<file path="config.mk">
export PLATFORM = sky130hd
export DESIGN_NAME = spknn_centre
export DESIGN_NICKNAME = d
export VERILOG_FILES = /design/src/rtl/spknn_pkg.sv /design/src/rtl/spknn_centre.sv
export SDC_FILE = /design/constraint.sdc
export NUM_CORES = 1
export LEC_CHECK = 0
export BUFFER_PORTS_ARGS = -buffer_cell sky130_fd_sc_hd__buf_2
export CORE_ASPECT_RATIO = 1.75
export CORE_MARGIN = 2
export CORE_UTILIZATION = 41
export CTS_CLUSTER_SIZE = 28
export DETAILED_ROUTE_END_ITERATION = 12
export RECOVER_POWER = 50
export SYNTH_ARGS = -nofsm -noshare
export SYNTH_HDL_FRONTEND = slang
export SYNTH_SLANG_ARGS = --single-unit
</file>
<file path="constraint.sdc">
create_clock -name clk -period 4.3 [get_ports clk]
set_clock_uncertainty 0.2 [all_clocks]
set_input_delay 0.43 -clock clk [delete_from_list [all_inputs] [get_ports clk]]
set_output_delay 0.43 -clock clk [all_outputs]
set_load 0.01 [all_outputs]
</file>
<file path="src/rtl/spknn_pkg.sv">
// Shared types and constants for the k-nearest splat pixel selector.
package spknn_pkg;

  localparam int ONE_Q12  = 4096;
  localparam int MAX_SIDE = 1024;

  localparam logic CMD_POINT = 1'b0;
  localparam logic CMD_END   = 1'b1;

  localparam logic [1:0] REG_SIDE_LEN  = 2'd0;
  localparam logic [1:0] REG_MERGE_THR = 2'd1;

  typedef struct packed {
    logic               is_end;
    logic signed [23:0] depth;
    logic [19:0]        id;
    logic signed [31:0] q;
  } job_t;

endpackage

</file>
<file path="src/rtl/spknn_centre.sv">
// Pixel centre table: divides (2*rev+1)*8192+s by 2*s with a shift-subtract unit.
module spknn_centre (
  input  logic                clk,
  input  logic                rst,
  input  logic                start,
  input  logic [10:0]         size,
  input  logic [9:0]          idx,
  output logic                done,
  output logic signed [15:0]  centre
);

  localparam int NW = 24;
  localparam int ONE_LOCAL = spknn_pkg::ONE_Q12;

  logic [NW-1:0] num;
  logic [NW-1:0] quo;
  logic [NW:0]   rem;
  logic [NW:0]   den;
  logic [4:0]    cnt;
  logic          busy;
  logic [NW:0]   rem_sh;
  logic [11:0]   rev;

  always_comb begin
    if ({1'b0, size} > {2'b0, idx} + 12'd1) begin
      rev = {1'b0, size} - 12'd1 - {2'b0, idx};
    end else begin
      rev = '0;
    end
    rem_sh = {rem[NW-1:0], num[NW-1]};
  end

  always_ff @(posedge clk) begin
    if (rst) begin
      busy <= 1'b0;
      done <= 1'b0;
      cnt  <= '0;
    end else begin
      done <= 1'b0;
      if (start) begin
        busy <= 1'b1;
        cnt  <= 5'(NW);
        num  <= (((NW'(rev) << 1) + NW'(1)) << 13) + NW'(size);
        den  <= (NW+1)'(size) << 1;
        rem  <= '0;
        quo  <= '0;
      end else if (busy) begin
        num <= num << 1;
        if (rem_sh >= den) begin
          rem <= rem_sh - den;
          quo <= {quo[NW-2:0], 1'b1};
        end else begin
          rem <= rem_sh;
          quo <= {quo[NW-2:0], 1'b0};
        end
        cnt <= cnt - 5'd1;
        if (cnt == 5'd1) begin
          busy <= 1'b0;
          done <= 1'b1;
        end
      end
    end
  end

  assign centre = 16'(quo) - 16'(ONE_LOCAL);

endmodule

</file>
Word-level counts from Yosys, hierarchy flattened
Index checks and enable logic that the tools add are counted.
{"block": "classes", "div": 0, "n_mul": 0, "eq_ne": 1, "bitwise_logic": 2, "shifts": 0, "n_addsub": 8, "n_reduce_logical": 5, "muxes": 13, "order_cmp": 2}
{"op": "2-to-1 mux 24 bit", "n": 4}
{"op": ">= comparator 25 x 12 -> 1 bit", "n": 1}
{"op": "adder 24 x 11 -> 24 bit", "n": 1}
{"op": "subtractor 24 x 12 -> 24 bit", "n": 1}
{"op": "2-to-1 mux 16 bit", "n": 1}
{"op": "subtractor 16 x 13 -> 16 bit, second input constant", "n": 1}
{"op": "adder 10 x 1 -> 11 bit, second input constant", "n": 1}
{"op": "adder 11 x 1 -> 11 bit, second input constant", "n": 1}
{"op": "> comparator 11 bit", "n": 1}
{"op": "2-to-1 mux 10 bit", "n": 1}
{"op": "2-to-1 mux 5 bit", "n": 2}
{"op": "subtractor 10 x 1 -> 10 bit, second input constant", "n": 1}
{"op": "subtractor 10 bit", "n": 1}
{"op": "equality test 5 x 1 -> 1 bit, second input constant", "n": 1}
{"op": "2-to-1 mux 1 bit", "n": 5}
{"op": "subtractor 5 x 1 -> 5 bit, second input constant", "n": 1}
{"op": "AND reduction 2 bit", "n": 2}
{"op": "OR reduction 3 bit", "n": 1}
{"op": "inverter 1 bit", "n": 2}
{"op": "nonzero test 2 bit", "n": 1}
{"op": "OR reduction 2 bit", "n": 1}
{"block": "totals", "elab_cells": 39, "memories": 0, "out_inout_bits": 17, "ff_bits": 82, "ramBits": 0, "latch_bits": 0, "romBits": 0}

Longest topological paths before layout
{"block": "depth", "ltp_word": 6, "mapped_depth": 11, "mapped_depth_nobuf": 11}

Worst setup path after synthesis
Ideal clock, no wire load.
{"block": "synth_path", "path_kind": "input-to-reg", "startpoint": "in start", "endpoint": "reg num[0], enable pin", "t_arrival_ns": 3.696, "path_stages": 4, "setup_ns": 0.486, "slack_ns": -0.082, "required_ns": 3.614, "cell_sequence": "clkbuf_1 -> clkbuf_1 -> nor2_1 -> nor2_1"}
{"block": "synth_between", "elab_chain_cells": 2}
{"item": "start, declared", "line": "spknn_centre.sv:5", "text": "input logic start,"}
{"item": "nonzero test 2 bit (no source line)"}
{"item": "AND reduction 2 bit (no source line)"}
{"item": "end signal, assigned", "line": "spknn_centre.sv:43", "text": "num <= (((NW'(rev) << 1) + NW'(1)) << 13) + NW'(size);"}
{"item": "end signal, assigned", "line": "spknn_centre.sv:48", "text": "num <= num << 1;"}
{"item": "end, declared", "line": "spknn_centre.sv:15", "text": "logic [NW-1:0] num;"}
Every way passes these cells.
A chain may end at the register's enable or synchronous reset.

Worst setup path in the final report
{"block": "layout_path", "startpoint": "reg busy", "endpoint": "reg num[1], enable pin"}
{"block": "layout_between", "elab_chain_cells": 2}
{"item": "start, declared", "line": "spknn_centre.sv:20", "text": "logic busy;"}
{"item": "start signal, assigned", "line": "spknn_centre.sv:35", "text": "busy <= 1'b0;"}
{"item": "start signal, assigned", "line": "spknn_centre.sv:41", "text": "busy <= 1'b1;"}
{"item": "start signal, assigned", "line": "spknn_centre.sv:58", "text": "busy <= 1'b0;"}
{"item": "nonzero test 2 bit (no source line)"}
{"item": "AND reduction 2 bit (no source line)"}
Every way passes these cells.

==> results by group <==
Global route
  • Met3 Use GR: 2.686%
  • Layer with the highest usage: met2
  • Vias in the first global route: 3492
  • Initial antenna violation count: 0
  • GR Overflow Total: 0
  • Largest net degree at the start of global routing: 57
  • Total GRT Usage: 16.89%
  • GRT met2 Usage: 31.02%
  • M1 GR Usage: 18.24%
  • Global-route wire length before repair: 17.08 mm

Power
  • Seq pwr share: 44.3%
  • Total power: 2216 uW
  • Pwr dens: 396.2 nW/um^2
  • Comb pwr share: 18.7%
  • Power share of the clock group: 37.0%
  • Sw Ratio: 26.43%
  • Psw: 585.8 uW
  • Int Power: 1630 uW
  • P_leak: 0.002132 uW
  • Maximum VDD drop: 0.1918 mV

Clocking
  • Setup bufs post-CTS: 0
  • Post-CTS sizing: 0
  • TritonCTS buffer count: 9
  • Clk Latency, worst-skew pair: 0.34 ns
  • CTS Hold Bufs: 0
  • CTS tree: yes
  • CTS root buf: clkbuf_16
  • Reg clk slew, reported paths: 0.06 ns
  • Clock buffer depth: 2
  • CTS sink cnt: 82
  • H-tree lvl count: 3

Job
  • Maxcap violations: 0

Placement
  • Detailed Place HPWL: 7.766 mm
  • Placed cells: 639
  • Gp weighted congestion: 0.8746
  • Number of port buffers: 40

Floorplan
  • Die W: 87.73 um
  • Die area: 13200 um^2
  • Top Ports: 41
  • Row count: 53
  • Starting Density: 41.91%
  • Overall die height: 150.5 um
  • Core Area: 12000 um^2

Synth
  • Cell taking the most area after synthesis: edfxtp_1
  • Post-Syn Instances: 456
  • EDFF count, synth: 75
  • Yosys reg bits: 82
  • Seq/Total Area, Yosys: 47.56%
  • Syn_nets: 517
  • Cell area after synthesis: 5030 um^2
  • Synth warnings: 0
  • Synth top area cells: edfxtp_1 45%, ha_1 8.7%, xnor2_1 4.7%, nor2_1 3.1%, dfxtp_1 2.8%
  • Synthesized area per cell: 11.03 um^2
  • Count of distinct cell types in the synthesized netlist: 59
  • Synth async-reset ratio: 0%
  • Primary FF master, synth: edfxtp_1
  • Post-synth top area share: 44.78%

Worst setup path
  • Req. time, crit path: 4.05 ns
  • Kind of cell adding the most delay to the critical path: simple AND/OR/NAND/NOR gates
  • CP arrival: 2.96 ns
  • CP peak stage delay: 1.07 ns
  • Worst Path Class, Setup: flip-flop to flip-flop
  • Critical-path cell list: nor2_1 -> nor2_1 -> clkbuf_2
  • Worst setup EP type: flip-flop
  • CP max FO: 49
  • R2R Setup Slk: 1.08 ns
  • Worst path bufs/invs: 1
  • Worst path slowest cell: clkbuf_2
  • CP most frequent cell: nor2_1
  • Crit path launch type: flip-flop

STA
  • RSZ-0062 raised after global routing: false
  • Crit path time final: 3.218 ns
  • Setup TNS: 0 ns
  • Worst slew margin: 14.69%
  • Fmax: 0.3108 GHz
  • Final setup violation count: 0
  • Final Hold Fails: 0
  • Slew @ Worst Pin: 1.275 ns
  • Final worst-path cycle share: 74.83%
  • Max-slew violations: 0

Layout
  • FF+latch area: 2392 um^2
  • Fill count: 1144
  • # nets final: 546
  • Non-filler cells, final: 655
  • Ant diodes: 0
  • Layout cells sized above 1: 10.41%
  • Area Overhead vs Synth: 11.22%
  • Area of the multi-input gates: 2369 um^2

Route
  • Routed Antenna Nets: 0
  • Via-to-Cell Ratio: 5.278
  • Pre-antenna DRT Iters: 4
  • Routed len/inst: 16.05 um
  • Vias: 3457
  • # DRC: 0
  • DRT Wirelength: 10.52 mm
  • Number of DRC markers in iteration 0: 168

Run status
  • Status: finished, final reports clean

Hold path
  • Worst hold path class: input pin to flip-flop
## path summary, 6_finish.rpt
check	end	cells after the start	start
worst max register to register	num[1]$_DFFE_PP_	3	busy$_SDFF_PP0_
worst max-delay path	num[1]$_DFFE_PP_	3	busy$_SDFF_PP0_
worst min register to register	num[13]$_SDFFCE_PP1P_	1	num[12]$_SDFFCE_PP0P_
worst min-delay path	den[1]$_DFFE_PP_	1	size[0]
## routing by layer
layer	wire [um]	share of wire, %
met3	299	2.8
met1	4207	40
met5	0	0
met2	5678	54
met4	329	3.1
## cell type report
class / instances / area share, %
Clock buffer: 10 / 4.093
Clock inverter: 6 / 1.610
Multi-Input combinational cell: 315 / 42.34
Sequential cell: 82 / 42.76
Tap cell: 165 / 3.690
Inverter: 35 / 2.348
Timing Repair Buffer: 42 / 3.154
## registers in the layout (all words and copies together), names as in the netlist
register	count
cnt	5
quo	16
rem	24
num	24
busy	1
done	1
den	11
## kinds of logic (layout without fill, tap and decap cells)
family                     Yosys count  after routing  synth area share [%]
xor gates and xnor gates            32             32                 5.572
buffers and inverters               59             93                 5.348
adders and majority gates           37             37                 9.503
DFF                                 82             82                 47.56
AOI/OAI and AO/OA                   95             95                 13.68
and+or+nand+nor                    132            132                 14.25
muxes                               19             19                 4.080
## power by group through the flow
| stage | Sequential [uW] | Clock [uW] | Combinational (uW) |
|---|---|---|---|
| 4_1_cts | 980 | 840 | 423 |
| 3_3_place_gp | 996 | 0 | 411 |
| 5_1_grt | 987 | 867 | 468 |
| 6_report | 981 | 820 | 415 |
| 2_1_floorplan | 985 | 0 | 325 |
| 3_5_place_dp | 996 | 0 | 421 |
## per-stage QoR
step,setup WS [ns],area (um^2),util [%],hold WS [ns]
final,1.082,5594,46.61,0.1471
after global placement,1.150,5321,44.33,0.2931
after floorplan,0.9827,5032,-,0.2773
after detailed placement,1.118,5321,44.33,0.2849
after global routing,0.7875,5594,46.61,0.1759
after CTS,1.237,5640,46.99,0.09445
## cell usage after synthesis (8+ instances only)
cell type,number
nor2_1,41
nor2b_1,21
ha_1,35
nor3_1,11
mux2_2,10
a211oi_1,10
clkbuf_1,10
o21ai_0,14
a21oi_1,20
nand3_1,13
buf_4,12
inv_1,33
a22o_1,8
nand2_1,12
edfxtp_1,75
xnor2_1,27
## cell usage in the layout (no fill, tap or decap), types with 4 or more instances in the layout
master,synthesis,final
o211ai_1,4,4
o21ai_0,14,14
a2111oi_1,4,4
clkbuf_16,0,9
o22ai_1,4,4
edfxtp_1,75,75
clkbuf_1,10,30
buf_2,2,11
mux2i_1,7,7
dfxtp_1,7,7
ha_1,35,35
nor3_1,11,11
a22o_1,8,8
o21a_1,4,4
a211oi_1,10,10
inv_1,33,33
a21oi_1,20,20
nand2_1,12,12
nor2_1,41,41
and3_1,6,6
xnor2_1,27,27
mux2_2,10,10
xor2_1,5,5
nor2b_1,21,21
or3_1,6,6
nand3_1,13,13
nor4_1,5,5
a21o_1,6,6
(Power assumes the default switching activity.)
